### src/s2ms_isqrt_pipe.sv
`default_nettype none
// Integer square root, floor, one result bit per stage.
module s2ms_isqrt_pipe #(
    parameter int IN_W = 64,
    parameter int SB_W = 1
) (
    input  logic                i_clk,
    input  logic                i_rst_n,
    input  logic                i_en,
    input  logic                i_valid,
    input  logic [IN_W-1:0]     i_rad,
    input  logic [SB_W-1:0]     i_sb,
    output logic                o_valid,
    output logic [IN_W/2-1:0]   o_root,
    output logic [SB_W-1:0]     o_sb
);
    localparam int OW  = IN_W / 2;
    localparam int RMW = OW + 1;

    logic [IN_W-1:0] r_x    [OW];
    logic [OW-1:0]   r_root [OW];
    logic [RMW-1:0]  r_rem  [OW];
    logic [SB_W-1:0] r_sb   [OW];
    logic            r_vld  [OW];

    genvar g;
    for (g = 0; g < OW; g++) begin : g_stage
        logic [IN_W-1:0] x_in;
        logic [OW-1:0]   root_in;
        logic [RMW-1:0]  rem_in;
        logic [SB_W-1:0] sb_in;
        logic            vld_in;
        logic [RMW+1:0]  cur;
        logic [RMW+1:0]  trial;
        logic [RMW+1:0]  diff;
        logic            take;

        if (g == 0) begin : g_first
            assign x_in    = i_rad;
            assign root_in = '0;
            assign rem_in  = '0;
            assign sb_in   = i_sb;
            assign vld_in  = i_valid;
        end else begin : g_next
            assign x_in    = r_x[g-1];
            assign root_in = r_root[g-1];
            assign rem_in  = r_rem[g-1];
            assign sb_in   = r_sb[g-1];
            assign vld_in  = r_vld[g-1];
        end

        assign cur   = {rem_in, x_in[IN_W-1 -: 2]};
        assign trial = {1'b0, root_in, 2'b01};
        assign diff  = cur - trial;
        assign take  = (cur >= trial);

        always_ff @(posedge i_clk) begin
            if (!i_rst_n) begin
                r_vld[g] <= 1'b0;
            end else if (i_en) begin
                r_vld[g] <= vld_in;
            end
        end

        always_ff @(posedge i_clk) begin
            if (i_en) begin
                r_x[g]    <= {x_in[IN_W-3:0], 2'b00};
                r_root[g] <= {root_in[OW-2:0], take};
                r_rem[g]  <= take ? diff[RMW-1:0] : cur[RMW-1:0];
                r_sb[g]   <= sb_in;
            end
        end
    end

    assign o_valid = r_vld[OW-1];
    assign o_root  = r_root[OW-1];
    assign o_sb    = r_sb[OW-1];
endmodule
`default_nettype wire

### config.mk
export PLATFORM = sky130hd
export DESIGN_NAME = s2ms_isqrt_pipe
export DESIGN_NICKNAME = d
export VERILOG_FILES = /design/src/s2ms_isqrt_pipe.sv
export SDC_FILE = /design/constraint.sdc
export NUM_CORES = 2
export LEC_CHECK = 0
export BUFFER_PORTS_ARGS = -buffer_cell sky130_fd_sc_hd__buf_2
export CORE_ASPECT_RATIO = 1.4
export CORE_UTILIZATION = 50
export CTS_BUF_LIST = sky130_fd_sc_hd__clkbuf_16
export DETAILED_ROUTE_END_ITERATION = 10
export PLACE_DENSITY = 0.65
export SLEW_MARGIN = 0
export SYNTH_ARGS = -nofsm -noshare
export SYNTH_HDL_FRONTEND = slang
export SYNTH_MEMORY_MAX_BITS = 65536
export SYNTH_SLANG_ARGS = --single-unit
### constraint.sdc
create_clock -name i_clk -period 4.95 [get_ports i_clk]
set_clock_uncertainty 0.2 [all_clocks]
set_input_delay 0.99 -clock i_clk [delete_from_list [all_inputs] [get_ports i_clk]]
set_output_delay 0.99 -clock i_clk [all_outputs]
set_load 0.005 [all_outputs]
==> key figures <==
Pwr
  • Leakage: 50.64 nW
  • Max VDD drop: 0.3463 mV
  • Pwr per Cell Area: 461.4 nW/um^2

Setup path
  • CP endpoint kind: flip-flop
  • Crit path DAT: 4590 ps
  • Critical Path RT: 5340 ps
  • R2R setup slack: 750 ps
  • Crit start category: flip-flop
  • Crit path max fanout: 47
  • WS Path Type: reg2reg

STA
  • Slew HR: 19.80%
  • RSZ-0062 raised after global routing: no
  • Fmax: 238.3 MHz
  • Max-slew violation count: 0
  • Final period util: 84.78%
  • Worst setup margin: 753.6 ps
  • Fin. Hold Viols: 0
  • Tmin final: 4196 ps
  • Sum Neg Setup Slack: 0 ps
  • Setup-failing EPs final: 0
  • Worst Max-Slew Pin Slew: 1198 ps

Min path
  • Type of the tightest min-delay check: in2reg

CTS
  • Worst-Skew Late Latency: 900 ps
  • CTS Buf Count: 247
  • Clock slew at reported path FFs: 60 ps
  • TritonCTS clock tree: yes
  • Clock buffer depth: 4
  • Max H-tree Level: 4
  • # clock sinks: 2559
  • Root buffer cell: clkbuf_16

Global route
  • GRT overflow: 0
  • Total GRT Usage: 20.78%
  • First-pass GRT wire length: 388100 um
  • Largest net degree at the start of global routing: 164
  • Vias in the first global route: 71450
  • Antenna violations before repair: 2

Yosys
  • Post-synth top flop: edfxtp_1
  • Post-synthesis sequential area ratio: 64.98%
  • Mapped Avg Cell Area: 13.05 sq um
  • Syn Std Cell Area: 118300 sq um
  • YS warnings: 0
  • Syn_nets: 9691
  • Synthesized flop and latch total: 2559
  • Mapped Cells: 9061
  • Post-synth EDFFs: 2558
  • FFs w/ async S/R, synth: 0%
  • Synth cell types: 86

Placed design
  • Post-DP HPWL: 183500 um
  • Routability cong.: 0.9246
  • Dpl cell area: 123100 sq um
  • Placed cell count: 12160
  • DP Worst Slack: 802.2 ps
  • # port buffers: 102

Die
  • Num ports: 103
  • Row Count: 210
  • Initial Utilization: 50.45%
  • Core ar.: 234400 sq um
  • Die width: 413.0 um
  • Die ar.: 238500 sq um
  • Chip height: 577.4 um

Route
  • Number of routed nets with antenna violations: 0
  • Vias: 70490
  • DR DRC count: 0
  • Vias per cell: 5.569
  • WL final: 250600 um
  • First drt pass iteration count: 6
  • Iteration-0 DRC count of the detailed router: 4514
  • WL/cell: 19.80 um

Final layout
  • Layout Nets: 10010
  • Finished Cell Area: 131700 sq um
  • Post-Layout Cell Count: 12660
  • Area Overhead vs Synth: 11.39%
  • Fraction of layout cells with a size suffix above 1: 7.755%
  • Core Util, Final: 56.20%

Run status
  • Status: complete, no violations

Flow run
  • Maximum capacitance violations: 0
==> placed cells by master, fill, tap and decap left out, drive strengths merged, types with 65 or more instances in the layout <==
master  synthesis  routed
xnor2         388     388
xor2          399     399
a31oi          65      65
nor3          224     224
nor4          119     119
or4            69      69
nand2b        101     101
edfxtp       2558    2558
o21ai         399     399
ha            561     561
o31ai          70      70
clkbuf        150     250
inv           687     720
nor2          611     611
nor2b          94      94
a21o          232     232
nand4          84      84
mux2          101     101
a21oi         617     617
nand2         565     565
clkinv          2     115
and3           90      90
nand3         145     145
o21a           91      91
or3            87      87
buf            25     199
==> logic make-up (layout without fill, tap and decap cells) <==
family                     count (synthesis)  after routing  synth area share, %
buffers and inverters                    864           1384                2.767
AOI/OAI and AO/OA                       1801           1801                9.442
DFF                                     2559           2559                64.98
muxes                                    119            119                1.114
xor gates and xnor gates                 787            787                5.829
and+or+nand+nor                         2369           2369                9.933
other                                      1              5             0.003171
adders and majority gates                561            561                5.936
==> synthesized netlist by cell type (29+ instances only) <==
library cell,number,area (sq um)
xnor2_1,388,3398
nor2b_1,94,588.1
nand4_1,84,525.5
or3_1,87,544.3
nor3_1,221,1106
nor2_1,611,2293
and3_1,90,563.0
o21a_1,91,683.2
a21oi_1,617,3088
a31oi_1,65,406.6
or4_1,67,503.0
a21o_1,232,1742
edfxtp_1,2558,76810
o31ai_1,70,525.5
o21ai_0,397,1987
nor4_1,118,738.2
nand2b_1,101,631.9
inv_1,687,2579
nand3_1,145,725.7
a211oi_1,43,322.8
o211ai_1,36,270.3
o21bai_1,46,345.3
and2_1,46,287.8
clkbuf_1,150,563.0
nand2_1,565,2121
or2_2,29,181.4
mux2_2,101,1137
ha_1,561,7019
xor2_1,399,3495
==> per-stage QoR <==
stage	power (mW)	hold WS, ps
2_1_floorplan	37.89	200.3
3_3_place_gp	41.92	200.5
3_5_place_dp	42.14	204.5
4_1_cts	61.41	2.535
5_1_grt	63.74	32.93
6_report	60.78	86.26
==> registers in the layout, summed over array words and instances, names as in the netlist <==
register / count
r_rem: 975
r_root: 528
r_sb: 32
r_vld: 32
r_x: 992
==> cell type report <==
type / instances / area [sq um]
fill: 18900 / 102700
timing repair buffer: 245 / 2039
antenna: 4 / 10.01
multi-input combinational: 5638 / 38240
inverter: 689 / 2586
tap: 3074 / 3846
sequential: 2559 / 76830
clock buffer: 250 / 6256
clock inverter: 200 / 1907
==> worst max-delay path: stages (launching register included) <==
cell and delay, ps:
edfxtp_1 340, inv_1 50, ha_1 370, and4_1 250
and3_1 190, a21oi_1 440, a31oi_1 240, a221oi_1 540
o21a_1 340, o2111ai_4 150, buf_4 330, nor2b_1 200
mux2_2 250
==> report_power, final <==
part	internal [mW]	switching (mW)
combinational	5.29	7.23
sequential	27.3	1.90
clock	11.0	8.06
total	43.6	17.2
==> per-layer routing <==
metal / global-route usage, % / part of all wire, %
met1: 21.24 / 36
met4: 12.24 / 6.2
met2: 39.82 / 55
met3: 2.673 / 3.2
met5: 0 / 0
==> path summary, 6_finish.rpt <==
kind	start	end	cells after the start
setup / recovery	r_root[23][5]$_DFFE_PP_	r_rem[1][290]$_DFFE_PP_	12
hold / removal	i_rad[51]	r_x[0][51]$_DFFE_PP_	1
setup reg to reg	r_root[23][5]$_DFFE_PP_	r_rem[1][290]$_DFFE_PP_	12
hold reg to reg	r_x[0][602]$_DFFE_PP_	r_x[0][666]$_DFFE_PP_	0
==> what timing repair did <==
action | CTS | global route
hold buffers | 46 | 0
hold endpoints to repair | 46 | 0
setup buffers | 0 | 0
resized for setup | 0 | 0
(Power assumes the default switching activity.)
